$ cat src/hw/rtl/mono_frame_delta_run_encoder_defines.svh
// ----------------------------------------------------------------------------
// mono_frame_delta_run_encoder assertion macros
// Shared property forms; every user has i_clk and i_rst_n in scope.
// ----------------------------------------------------------------------------
`ifndef MONO_FRAME_DELTA_RUN_ENCODER_DEFINES_SVH
`define MONO_FRAME_DELTA_RUN_ENCODER_DEFINES_SVH

// Same-cycle implication, inactive during reset.
`define MFDRE_ASSERT_IMPL(lbl, ante, cons, msg) \
    lbl: assert property (@(posedge i_clk) disable iff (!i_rst_n) (ante) |-> (cons)) \
        else $error(msg);

// Next-cycle implication, inactive during reset.
`define MFDRE_ASSERT_NEXT(lbl, ante, cons, msg) \
    lbl: assert property (@(posedge i_clk) disable iff (!i_rst_n) (ante) |=> (cons)) \
        else $error(msg);

`endif

$ cat src/hw/rtl/mfdre_pkg.sv
// ----------------------------------------------------------------------------
// mfdre_pkg
// Shared constants and the front-to-back queue beat type.
// ----------------------------------------------------------------------------
package mfdre_pkg;

    localparam int HALF_WIDTH_DEF = 64;
    localparam int PAGE_COUNT_DEF = 8;
    localparam int QUEUE_DEPTH    = 4;

    // widths sized for the largest supported geometry
    localparam int COL_MAX_W  = 7;
    localparam int PAGE_MAX_W = 4;

    // result field widths
    localparam int DATA_W      = 8;
    localparam int RUN_LEN_W   = 7;
    localparam int START_COL_W = 6;
    localparam int PAGE_IDX_W  = 3;

    // one classified frame byte
    typedef struct packed {
        logic                  changed;
        logic [DATA_W-1:0]     data;
        logic [COL_MAX_W-1:0]  local_col;
        logic                  chip;
        logic [PAGE_MAX_W-1:0] page;
        logic                  half_end;
    } t_qbeat;

endpackage

$ cat src/hw/rtl/mfdre_fifo.sv
// ----------------------------------------------------------------------------
// mfdre_fifo
// Short queue of classified beats between front and back.
// ----------------------------------------------------------------------------
`include "mono_frame_delta_run_encoder_defines.svh"

module mfdre_fifo
    import mfdre_pkg::*;
#(
    parameter int DEPTH = QUEUE_DEPTH
) (
    input  logic   i_clk,
    input  logic   i_rst_n,
    input  logic   i_push,
    input  t_qbeat i_beat,
    input  logic   i_pop,
    output t_qbeat o_beat,
    output logic   o_empty,
    output logic   o_full
);

    localparam int PTR_W = (DEPTH > 1) ? $clog2(DEPTH) : 1;
    localparam int CNT_W = $clog2(DEPTH + 1);

    t_qbeat           r_slot [DEPTH];
    logic [PTR_W-1:0] r_wptr, r_rptr;
    logic [CNT_W-1:0] r_count;

    assign o_empty = (r_count == '0);
    assign o_full  = (r_count == CNT_W'(DEPTH));
    assign o_beat  = r_slot[r_rptr];

    always_ff @(posedge i_clk) begin
        if (!i_rst_n) begin
            r_wptr  <= '0;
            r_rptr  <= '0;
            r_count <= '0;
        end else begin
            if (i_push) begin
                r_wptr <= (r_wptr == PTR_W'(DEPTH - 1)) ? '0 : r_wptr + PTR_W'(1);
            end
            if (i_pop) begin
                r_rptr <= (r_rptr == PTR_W'(DEPTH - 1)) ? '0 : r_rptr + PTR_W'(1);
            end
            if (i_push && !i_pop) begin
                r_count <= r_count + CNT_W'(1);
            end else if (i_pop && !i_push) begin
                r_count <= r_count - CNT_W'(1);
            end
        end
    end

    always_ff @(posedge i_clk) begin
        if (i_push) begin
            r_slot[r_wptr] <= i_beat;
        end
    end

    `MFDRE_ASSERT_IMPL(a_no_overflow, i_push, !o_full, "queue push while full")
    `MFDRE_ASSERT_IMPL(a_no_underflow, i_pop, !o_empty, "queue pop while empty")

endmodule

$ cat config.mk
export PLATFORM = sky130hd
export DESIGN_NAME = mfdre_fifo
export DESIGN_NICKNAME = d
export VERILOG_FILES = /design/src/hw/rtl/mfdre_pkg.sv /design/src/hw/rtl/mfdre_fifo.sv
export VERILOG_INCLUDE_DIRS = /design/src /design/src/hw/rtl
export SDC_FILE = /design/constraint.sdc
export NUM_CORES = 1
export LEC_CHECK = 0
export ABC_AREA = 1
export BUFFER_PORTS_ARGS = -buffer_cell sky130_fd_sc_hd__buf_2
export CAP_MARGIN = 20
export CORE_ASPECT_RATIO = 0.75
export CORE_MARGIN = 4
export CORE_UTILIZATION = 56
export CTS_CLUSTER_DIAMETER = 200
export DETAILED_ROUTE_END_ITERATION = 10
export PLACE_DENSITY = 0.78
export SLEW_MARGIN = 20
export SYNTH_ARGS = -nofsm -noshare
export SYNTH_HDL_FRONTEND = slang
export SYNTH_SLANG_ARGS = --single-unit
$ cat constraint.sdc
create_clock -name i_clk -period 1.6 [get_ports i_clk]
set_input_delay 0.08 -clock i_clk [delete_from_list [all_inputs] [get_ports i_clk]]
set_output_delay 0.08 -clock i_clk [all_outputs]
set_load 0.02 [all_outputs]
==> results.md <==
- Diodes inserted: 0
- Critical R2R Launch: r_wptr[0]$_SDFFE_PN0P_
- Die Y: 78.89 um
- DRC: 0
- Clk sinks: 97
- Final period utilization: 97.94%
- Clock power frac: 28.3%
- Fin. Hold Viols: 0
- Net Sw Frac: 24.20%
- Yosys warnings: 0
- Clk slew on worst S/H paths: 0.08 ns
- Hold Path Class: in -> reg
- Max-slew headroom: 79.34%
- Synthesized area: 0.003752 mm^2
- CP Data Required Time: 1.52 ns
- Met1 WL: 3.031 mm
- Final setup fails: 0
- Synth area leaders: edfxtp_1, nor2_1, dfxtp_1
- CP max FO: 44
- 1st-iter DRT viols: 156
- Cell depth of the worst setup path: 4
- Area Growth Syn to Fin: 22.01%
- Final WL: 7.210 mm
- FF+latch area: 0.002828 mm^2
- Sw power: 1.240 mW
- Die W: 102.5 um
- Final global-route overflow total: 0
- GRT Util Overall: 19.36%
- Syn Inst Count: 272
- Syn_nets: 305
- Status: completed
- Setup crit end kind: output port
- Layout cells sized above 1: 21.41%
- Register area share after synthesis: 75.23%
- H-tree depth: 3
- DRT antenna net count: 0
- Drt first pass iters: 4
- Avg Cell Area, Syn: 13.80 um^2
- Fin util: 71.40%
- Critical path class: reg -> out
- Most frequent cells in the layout: edfxtp_1, nor2_1, buf_2
- Root buf cell: clkbuf_8
- Static Leak: 1.720 nW
- Initial Util: 58.52%
- Post-DP HPWL: 4.370 mm
- Peak Freq: 638.2 MHz
- Cell variety after synth: 20
- Fill count: 418
- Commonest non-fill, non-tap cell in the layout: edfxtp_1
- Vias in the first global route: 2400
- Synth Area in Adders: 2.534%
- Gp weighted congestion: 0.7421
- Max-Cap Viols: 0
- Clock Latency Late Sink: 0.34 ns
- Kind of cell adding the most delay to the critical path: buffers and inverters
- Via count: 2366
- Core area: 0.006412 mm^2
- Slowest-stage cell, CP: dfxtp_4
- End of the worst register-to-register path: r_slot[0][1]$_DFFE_PP_
- Largest family of logic cells by synthesized area: compound AO/OA/AOI/OAI gates
- Setup crit start kind: register
- Mux share of post-synthesis cell area: 0%
- Io pins: 50
- CTS tree: done
- Register share of total power: 57.3%
- Wire length on met3: 559 um
- Port bufs: 49
- WHS Endpoint: r_rptr[1]$_SDFFE_PN0P_
- Clock Skew: 0.005687 ns
- Bufs and invs on worst path: 2
- Synth Area in Compound Gates: 10.34%
- Crit path largest cell delay: 0.39 ns
- Simple-gate share of the synthesized area: 6.836%
- CTS Buffer Depth: 2
- Power Density: 1120 mW/mm^2
- First-pass GRT wire length: 11.70 mm
- CP arrival: 1.49 ns
- Area of the multi-input gates: 754.5 um^2
- Worst Tran Pin Value: 0.3095 ns
- Initial antenna violation count: 0
- Critical-path cell list: inv_8 > nor2_1 > o22ai_1 > buf_2
- Fin nets: 385
- Clock buffer count from CTS: 9
- Fin crit period: 1.567 ns
- DR WL met2: 3.574 mm
- Top layer in use: met4
- Combinational share of power: 14.4%
- Largest net degree at the start of global routing: 45
- Num rows: 25
- Worst reg2reg setup slack: 0.22 ns
- Final Max Slew Viols: 0
- Synthesis-stage register bit count: 97
- Most area-hungry cell type in the Yosys netlist: edfxtp_1
- Final Power: 5.125 mW
- Share of the synthesized area in the top cell type: 70.42%
- Hold path depth: 3
- Routed len/inst: 16.54 um
- Via/cell ratio: 5.427
- RSZ-0062 raised after global routing: true
- Synth Area in XOR/XNOR: 0.2334%
- Internal power: 3.885 mW
- Hold path startpoint: i_pop
- Max rail drop VDD: 0.0005454 V
- Die ar.: 0.008088 mm^2
- Worst reg2reg path depth: 5
metal layers:
layer | GRT usage [%] | vias up
li1 | - | 1151
met1 | 24.85 | 1120
met2 | 31.51 | 91
met3 | 5.970 | 4
met4 | 6.291 | 0
met5 | 0 | -
flip-flops by register name (all words and copies together) (netlist names), named ones only:
name / flops
r_slot: 88
r_count: 3
r_rptr: 2
r_wptr: 2
worst reg2reg max path, cell delays in order (launching register included):
cell and delay, ns:
dfxtp_1 0.36, inv_1 0.09, ha_1 0.15, nand2_1 0.05
inv_1 0.24, buf_12 0.21
synth_stat cells:
cell	n
edfxtp_1	88
nor2_1	52
o21ai_0	28
o22ai_1	22
o21ai_1	19
inv_1	14
dfxtp_1	9
nand2_1	8
buf_6	7
ha_1	6
buf_2	4
nor3_1	4
a21oi_1	3
buf_4	2
fa_1	1
inv_2	1
inv_8	1
nand3_1	1
nand4_1	1
xor2_1	1
how the worst max path moves through the flow:
| stage | startpoint | to |
|---|---|---|
| floorplan | r_wptr[0]$_SDFFE_PN0P_ | r_slot[3][0]$_DFFE_PP_ |
| global placement | r_wptr[0]$_SDFFE_PN0P_ | r_slot[0][12]$_DFFE_PP_ |
| detailed placement | r_wptr[0]$_SDFFE_PN0P_ | r_slot[3][10]$_DFFE_PP_ |
| CTS | register | o_beat[4] |
| global route | register | o_beat[6] |
| finish | register | o_beat[11] |
power by group through the flow:
stage	logic, mW	registers [mW]	clock network, mW
final	0.740	2.94	1.45
after global routing	0.814	2.94	1.62
after CTS	0.728	2.93	1.48
after detailed placement	0.663	2.99	0
after global placement	0.645	2.98	0
after floorplan	0.435	2.98	0
cell type report:
type / count / share of cell area (%)
Clock buffer: 11 / 2.870
Clock inverter: 3 / 0.9565
Inverter: 16 / 1.530
Multi-Input combinational cell: 146 / 16.48
Sequential cell: 97 / 61.77
Tap cell: 81 / 2.214
Timing Repair Buffer: 82 / 14.18
through the flow:
step                area [um^2]  instances  hold slack [ns]  TNS, ns  worst slack, ns
detailed placement         4103        398           0.3013        0           0.2235
global route               4578        436          0.09196  -0.2416         -0.04481
floorplan                  3752        272           0.1789        0           0.1911
finish                     4578        436          0.06410        0          0.03302
global placement           4103        398           0.2996        0           0.2690
CTS                        4551        436          0.05036        0         0.004277
kinds of logic (layout without fill, tap and decap cells):
family,after synthesis,after routing
flip-flops,97,97
AO/OA/AOI/OAI,72,72
AND/OR/NAND/NOR,66,66
buffers and inverters,29,112
adder cells (fa/ha/maj),7,7
XOR/XNOR,1,1
repair_timing:
| action | 4_1_cts | 5_1_grt |
|---|---|---|
| endpoints found under the setup margin | 19 | 13 |
| buffers inserted | 0 | 0 |
| hold buffers | 23 | 0 |
| cloned | 1 | 0 |
| hold endpoints to repair | 89 | 0 |
| resized for setup | 4 | 10 |
Note: power is estimated with default switching activity, not from simulation.
