$ cat config.mk
export PLATFORM = sky130hd
export DESIGN_NAME = mfdre_back
export DESIGN_NICKNAME = d
export VERILOG_FILES = /design/src/hw/rtl/mfdre_pkg.sv /design/src/hw/rtl/mfdre_back.sv
export VERILOG_INCLUDE_DIRS = /design/src /design/src/hw/rtl
export SDC_FILE = /design/constraint.sdc
export NUM_CORES = 1
export LEC_CHECK = 0
export ABC_AREA = 1
export BUFFER_PORTS_ARGS = -buffer_cell sky130_fd_sc_hd__buf_2
export CORE_ASPECT_RATIO = 1.2
export CORE_UTILIZATION = 27
export CTS_CLUSTER_SIZE = 20
export DETAILED_ROUTE_END_ITERATION = 10
export PLACE_DENSITY = 0.46
export SLEW_MARGIN = 20
export SYNTH_ARGS = -nofsm -noshare
export SYNTH_HDL_FRONTEND = slang
export SYNTH_SLANG_ARGS = --single-unit
$ cat constraint.sdc
create_clock -name i_clk -period 4.15 [get_ports i_clk]
set_input_delay 0.2075 -clock i_clk [delete_from_list [all_inputs] [get_ports i_clk]]
set_output_delay 0.2075 -clock i_clk [all_outputs]
set_load 0.02 [all_outputs]
$ cat src/hw/rtl/mono_frame_delta_run_encoder_defines.svh
// ----------------------------------------------------------------------------
// mono_frame_delta_run_encoder assertion macros
// Shared property forms; every user has i_clk and i_rst_n in scope.
// ----------------------------------------------------------------------------
`ifndef MONO_FRAME_DELTA_RUN_ENCODER_DEFINES_SVH
`define MONO_FRAME_DELTA_RUN_ENCODER_DEFINES_SVH

// Same-cycle implication, inactive during reset.
`define MFDRE_ASSERT_IMPL(lbl, ante, cons, msg) \
    lbl: assert property (@(posedge i_clk) disable iff (!i_rst_n) (ante) |-> (cons)) \
        else $error(msg);

// Next-cycle implication, inactive during reset.
`define MFDRE_ASSERT_NEXT(lbl, ante, cons, msg) \
    lbl: assert property (@(posedge i_clk) disable iff (!i_rst_n) (ante) |=> (cons)) \
        else $error(msg);

`endif

$ cat src/hw/rtl/mfdre_pkg.sv
// ----------------------------------------------------------------------------
// mfdre_pkg
// Shared constants and the front-to-back queue beat type.
// ----------------------------------------------------------------------------
package mfdre_pkg;

    localparam int HALF_WIDTH_DEF = 64;
    localparam int PAGE_COUNT_DEF = 8;
    localparam int QUEUE_DEPTH    = 4;

    // widths sized for the largest supported geometry
    localparam int COL_MAX_W  = 7;
    localparam int PAGE_MAX_W = 4;

    // result field widths
    localparam int DATA_W      = 8;
    localparam int RUN_LEN_W   = 7;
    localparam int START_COL_W = 6;
    localparam int PAGE_IDX_W  = 3;

    // one classified frame byte
    typedef struct packed {
        logic                  changed;
        logic [DATA_W-1:0]     data;
        logic [COL_MAX_W-1:0]  local_col;
        logic                  chip;
        logic [PAGE_MAX_W-1:0] page;
        logic                  half_end;
    } t_qbeat;

endpackage

$ cat src/hw/rtl/mfdre_back.sv
// ----------------------------------------------------------------------------
// mfdre_back
// Builds runs from classified beats and drains closed runs byte by byte.
// ----------------------------------------------------------------------------
`include "mono_frame_delta_run_encoder_defines.svh"

module mfdre_back
    import mfdre_pkg::*;
#(
    parameter int HALF_WIDTH = HALF_WIDTH_DEF
) (
    input  logic                   i_clk,
    input  logic                   i_rst_n,
    input  t_qbeat                 i_q_beat,
    input  logic                   i_q_empty,
    output logic                   o_q_pop,
    output logic                   o_out_valid,
    input  logic                   i_out_stall,
    output logic                   o_run_first,
    output logic                   o_chip_select,
    output logic [RUN_LEN_W-1:0]   o_run_length,
    output logic [START_COL_W-1:0] o_start_column,
    output logic [PAGE_IDX_W-1:0]  o_page_index,
    output logic [DATA_W-1:0]      o_data_byte,
    output logic                   o_run_last
);

    localparam int LOCAL_W = $clog2(HALF_WIDTH);
    localparam int CNT_W   = $clog2(HALF_WIDTH + 1);

    typedef enum logic [2:0] {
        B_IDLE = 3'b001,
        B_READ = 3'b010,
        B_SEND = 3'b100
    } t_bstate;

    t_bstate               r_state, n_state;
    logic                  r_open, n_open;
    logic [LOCAL_W-1:0]    r_begin, n_begin;
    logic [CNT_W-1:0]      r_count, n_count;
    logic [CNT_W-1:0]      r_len, n_len;
    logic                  r_chip, n_chip;
    logic [PAGE_MAX_W-1:0] r_page, n_page;
    logic [LOCAL_W-1:0]    r_k, n_k;
    logic [DATA_W-1:0]     r_rd_data;
    logic [DATA_W-1:0]     r_store [HALF_WIDTH];

    logic                  r_out_valid;
    logic                  r_out_first;
    logic                  r_out_chip;
    logic [RUN_LEN_W-1:0]  r_out_len;
    logic [START_COL_W-1:0] r_out_col;
    logic [PAGE_IDX_W-1:0] r_out_page;
    logic [DATA_W-1:0]     r_out_data;
    logic                  r_out_last;

    logic                  st_we;
    logic [LOCAL_W-1:0]    st_waddr;
    logic [CNT_W-1:0]      cnt_base;
    logic [CNT_W-1:0]      cnt_new;
    logic                  run_live;
    logic                  out_load;
    logic                  send_last;

    assign o_q_pop   = (r_state == B_IDLE) && !i_q_empty;
    assign run_live  = r_open || i_q_beat.changed;
    assign out_load  = (r_state == B_SEND) && (!r_out_valid || !i_out_stall);
    assign send_last = ((CNT_W'(r_k) + CNT_W'(1)) == r_len);

    always_comb begin
        n_state  = r_state;
        n_open   = r_open;
        n_begin  = r_begin;
        n_count  = r_count;
        n_len    = r_len;
        n_chip   = r_chip;
        n_page   = r_page;
        n_k      = r_k;
        st_we    = 1'b0;
        cnt_base = r_open ? r_count : '0;
        cnt_new  = cnt_base + CNT_W'(1);
        st_waddr = cnt_base[LOCAL_W-1:0];
        case (r_state)
            B_IDLE: begin
                if (!i_q_empty) begin
                    if (i_q_beat.changed) begin
                        st_we   = 1'b1;
                        n_open  = 1'b1;
                        n_count = cnt_new;
                        if (!r_open) begin
                            n_begin = i_q_beat.local_col[LOCAL_W-1:0];
                        end
                    end
                    // close on an unchanged byte or at the last column of a half
                    if (run_live && (!i_q_beat.changed || i_q_beat.half_end)) begin
                        n_len   = i_q_beat.changed ? cnt_new : r_count;
                        n_chip  = i_q_beat.chip;
                        n_page  = i_q_beat.page;
                        n_open  = 1'b0;
                        n_count = '0;
                        n_k     = '0;
                        n_state = B_READ;
                    end
                end
            end
            B_READ: begin
                n_state = B_SEND;
            end
            B_SEND: begin
                if (out_load) begin
                    n_k     = r_k + LOCAL_W'(1);
                    n_state = send_last ? B_IDLE : B_READ;
                end
            end
            default: begin
                n_state = B_IDLE;
            end
        endcase
    end

    always_ff @(posedge i_clk) begin
        if (!i_rst_n) begin
            r_state     <= B_IDLE;
            r_open      <= 1'b0;
            r_begin     <= '0;
            r_count     <= '0;
            r_k         <= '0;
            r_out_valid <= 1'b0;
        end else begin
            r_state     <= n_state;
            r_open      <= n_open;
            r_begin     <= n_begin;
            r_count     <= n_count;
            r_k         <= n_k;
            r_out_valid <= out_load || (r_out_valid && i_out_stall);
        end
    end

    always_ff @(posedge i_clk) begin
        r_len  <= n_len;
        r_chip <= n_chip;
        r_page <= n_page;
        if (out_load) begin
            r_out_first <= (r_k == '0);
            r_out_chip  <= r_chip;
            r_out_len   <= RUN_LEN_W'(r_len);
            r_out_col   <= START_COL_W'(r_begin);
            r_out_page  <= PAGE_IDX_W'(r_page);
            r_out_data  <= r_rd_data;
            r_out_last  <= send_last;
        end
    end

    // run buffer: one write port, one registered read port
    always_ff @(posedge i_clk) begin
        if (st_we) begin
            r_store[st_waddr] <= i_q_beat.data;
        end
        if (r_state == B_READ) begin
            r_rd_data <= r_store[r_k];
        end
    end

    assign o_out_valid    = r_out_valid;
    assign o_run_first    = r_out_first;
    assign o_chip_select  = r_out_chip;
    assign o_run_length   = r_out_len;
    assign o_start_column = r_out_col;
    assign o_page_index   = r_out_page;
    assign o_data_byte    = r_out_data;
    assign o_run_last     = r_out_last;

    `MFDRE_ASSERT_IMPL(a_drain_closed, r_state != B_IDLE, !r_open, "run open during drain")
    `MFDRE_ASSERT_IMPL(a_len_nonzero, r_state == B_READ, r_len != '0, "empty run drained")
    `MFDRE_ASSERT_NEXT(a_last_idle, out_load && send_last, r_state == B_IDLE, "no idle after last")

endmodule

==> impl_metrics.csv <==
group,metric,value,unit
status,result_of_the_run,"finished clean",
cts,cts_made_buffers,57,
job,maxCapViolCount,0,
yosys,synthDominantCellAreaShare,70.2,%
yosys,synth.most_common_cell,"edfxtp_1",
worst_setup_path,worst-endpoint-required,4.40,ns
global_route,grt_usage,14.3,%
cts,cts_resized,0,
place,globalplace.congestion,0.843,
die,floorplan.die_area,89700,sq um
place,detailed_place.area,25400,sq um
yosys,synth_area,23900,sq um
power,p_sw_share,20.4,%
routing,via_density_per_instance,4.59,
global_route,grt_first_pass_wirelength,96.1,mm
worst_setup_path,critical_path.startpoint_type,"flop",
routing,initialDrtViolationCount,1348,
power,share_comb_of_total_power,2.6,%
yosys,synth.lib_cells_used.distinct,34,
sta,post-route-period-util,80.3,%
global_route,grt_antenna_before_repair,0,
yosys,post_synth_top_flop,"edfxtp_1",
die,dieWidth,274,um
die,rows,119,
yosys,synth-seq-cells,582,
cts,cts_root_buf,"clkbuf_16",
power,part_of_the_total_power_dissipated_in_sequential_elements,54.7,%
global_route,grt_start_max_net_pins,132,
worst_setup_path,worst_r2r_startpoint,"r_state[2]",
layout,layout.nets,2163,
die,die_height,328,um
yosys,ys_seq_area_share,72.2,%
yosys,synth_area_per_cell,11.5,sq um
yosys,synth_fp_nets,2102,
routing,drtPass1Iterations,6,
yosys,library_cell_occupying_the_most_area_in_the_post_synthesis_netlist,"edfxtp_1",
sta,clock.fmax,300,MHz
cts,clk_latency_worst_skew_pair,0.62,ns
sta,finalMaxSlewViolations,0,
sta,setup_viol,0,
sta,finalHoldViolations,0,
cts,clock_sink_count,582,
cts,clockBufferDepth,3,
yosys,ys_top_cells_by_count,"edfxtp_1 (558), nor2_1 (417), nand2_1 (290)",
power,p_leak,0.00941,uW
sta,rsz0062_at_grt,"false",
yosys,synth-edff-count,558,
worst_setup_path,crit_path_end_kind,"flop",
cts,cts_max_level,2,
die,initial_core_util,27.2,%
yosys,netlist_top_cells_area,"edfxtp_1 (70%), nor2_1 (6.6%), nand2_1 (4.6%), nand3_1 (4.0%), o21ai_0 (3.4%)",
place,hpwlAfterDp,40.2,mm
worst_setup_path,critical_path_class,"reg -> reg",
power,power.clock.fraction,42.7,%
sta,finalSetupTns,0,ns
sta,final_period_minus_worst_setup_slack,3.33,ns
yosys,ys.warnings.count,0,
layout,final_cell_area,27300,sq um
hold_path,holdCritPathClass,"in -> reg",
yosys,synthesis.instances,2073,
hold_path,hold_path_startpoint,"i_q_beat[21]",
layout,area.growth.synth_to_final,14.4,%
sta,timing.clock.skew,0.0178,ns
layout,drive_above_1_share,9.32,%
routing,drcViolationCount,0,
power,total_power,11900,uW
layout,num_antenna_cells,0,
worst_setup_path,worst_setup_path_startpoint,"r_state[2]",
global_route,grt_pass1_vias,15300,
routing,route.vias.total,15300,
power,power_switching,2420,uW
sta,max_slew_headroom_at_the_worst_pin,27.5,%
place,io_buffers,52,
die,coreArea,87700,sq um
layout,postLayoutCoreUtil,31.2,%
layout,n_fill_cell,8814,
worst_setup_path,top_fanout_value_on_the_critical_path,15,
routing,routedWlPerCell,19.3,um
die,pin_count,55,
global_route,globalRouteOverflowTotal,0,
sta,max_slew.worst_pin.slew,1.09,ns
power,vdd_drop_max,304,uV
routing,final_antenna_net_count,0,
power,powerDensity,434,nW/um^2
cts,tritoncts,"yes",
sta,worst_hold_slack,0.0463,ns
routing,routed_wl,64.3,mm
cts,clock_pin_slew_on_the_worst_setup_and_hold_paths,0.06,ns
yosys,postSynth.asyncResetShare,0,%
power,internal_power,9440,uW
worst_setup_path,critical_path_arrival,3.58,ns
-- sequential cells by signal, indices dropped and copies added, names as in the netlist --
signal and count:
r_count 7, o_page_index 3, r_store 512, r_len 7, o_data_byte 8, o_out_valid 1, o_chip_select 1, r_open 1
o_start_column 6, r_k 6, r_page 3, r_chip 1, o_run_length 7, o_run_last 1, o_run_first 1, r_begin 6
r_rd_data 8, r_state 3
-- power by group through the flow --
| stage | combinational (uW) | clock (uW) | sequential (uW) |
|---|---|---|---|
| after global routing | 342 | 5410 | 6490 |
| after global placement | 299 | 0 | 6610 |
| after floorplan | 126 | 0 | 6600 |
| after CTS | 316 | 5210 | 6490 |
| final | 308 | 5060 | 6490 |
| after detailed placement | 303 | 0 | 6610 |
-- layout by cell type (no fill, tap or decap), types with 15 or more instances in the layout --
cell             n
dfxtp_1         21
nand3_1        189
edfxtp_1       558
o211ai_1        29
o21ai_1         38
o21ai_0        162
nand2_1        290
clkbuf_16       59
dlygate4sd3_1   15
a21oi_1         57
nor3_1          59
inv_1          102
buf_2           52
nor2_1         417
buf_4           49
-- layout make-up --
| cell class | instances | area (sq um) | share of cell area (%) |
|---|---|---|---|
| clock buffer | 80 | 1630 | 5.95 |
| clock inverter | 24 | 193 | 0.705 |
| inverter | 110 | 420 | 1.54 |
| multi-input combinational | 1265 | 5590 | 20.5 |
| sequential | 582 | 17200 | 63.1 |
| tap | 1149 | 1440 | 5.26 |
| timing repair buffer | 118 | 818 | 2.99 |
-- per-layer routing --
metal  GRT usage [%]  up-vias  wire length, um
li1                -     7347                -
met1            17.9     7488            27600
met2            25.1      332            32100
met3            1.73       93             2300
met4            5.65        0             2320
met5               0        -                0
-- path summary, 6_finish.rpt --
kind	end	slack (ns)	cells past startpoint
worst min register to register	o_data_byte[0]	0.42	0
worst max-delay path	r_store[12][3]	0.82	7
worst min-delay path	r_len[1]	0.05	3
worst max register to register	r_store[12][3]	0.82	7
-- worst max-delay path: stages (launching register included) --
cell and delay, ns:
dfxtp_1 0.33, inv_1 0.08, nand3_1 0.15, nor2_2 0.20
inv_1 0.21, nor2_2 0.54, nand3_2 0.65, nor2_1 0.79
-- cell families (layout without fill, tap and decap cells) --
group                      count (synthesis)  count (layout)  synth area share (%)
AOI/OAI and AO/OA                        289             289                  6.39
xor gates and xnor gates                   2               2                0.0734
adders and majority gates                  3               3                 0.157
buffers and inverters                    226             332                  4.42
DFF                                      582             582                  72.2
and+or+nand+nor                          971             971                  16.8
-- metrics by stage --
| stage | std cells | setup slack (ns) |
|---|---|---|
| final | 3328 | 0.817 |
| after global routing | 3328 | 0.606 |
| after CTS | 3328 | 0.779 |
| after detailed placement | 3209 | 0.795 |
| after global placement | 3209 | 0.959 |
| after floorplan | 2073 | 1.79 |
-- timing repair --
item,CTS,global route
hold buffers,15,0
hold endpoints to repair,22,0
buffers inserted,0,0
No activity file was read; power rests on OpenSTA's default activity.
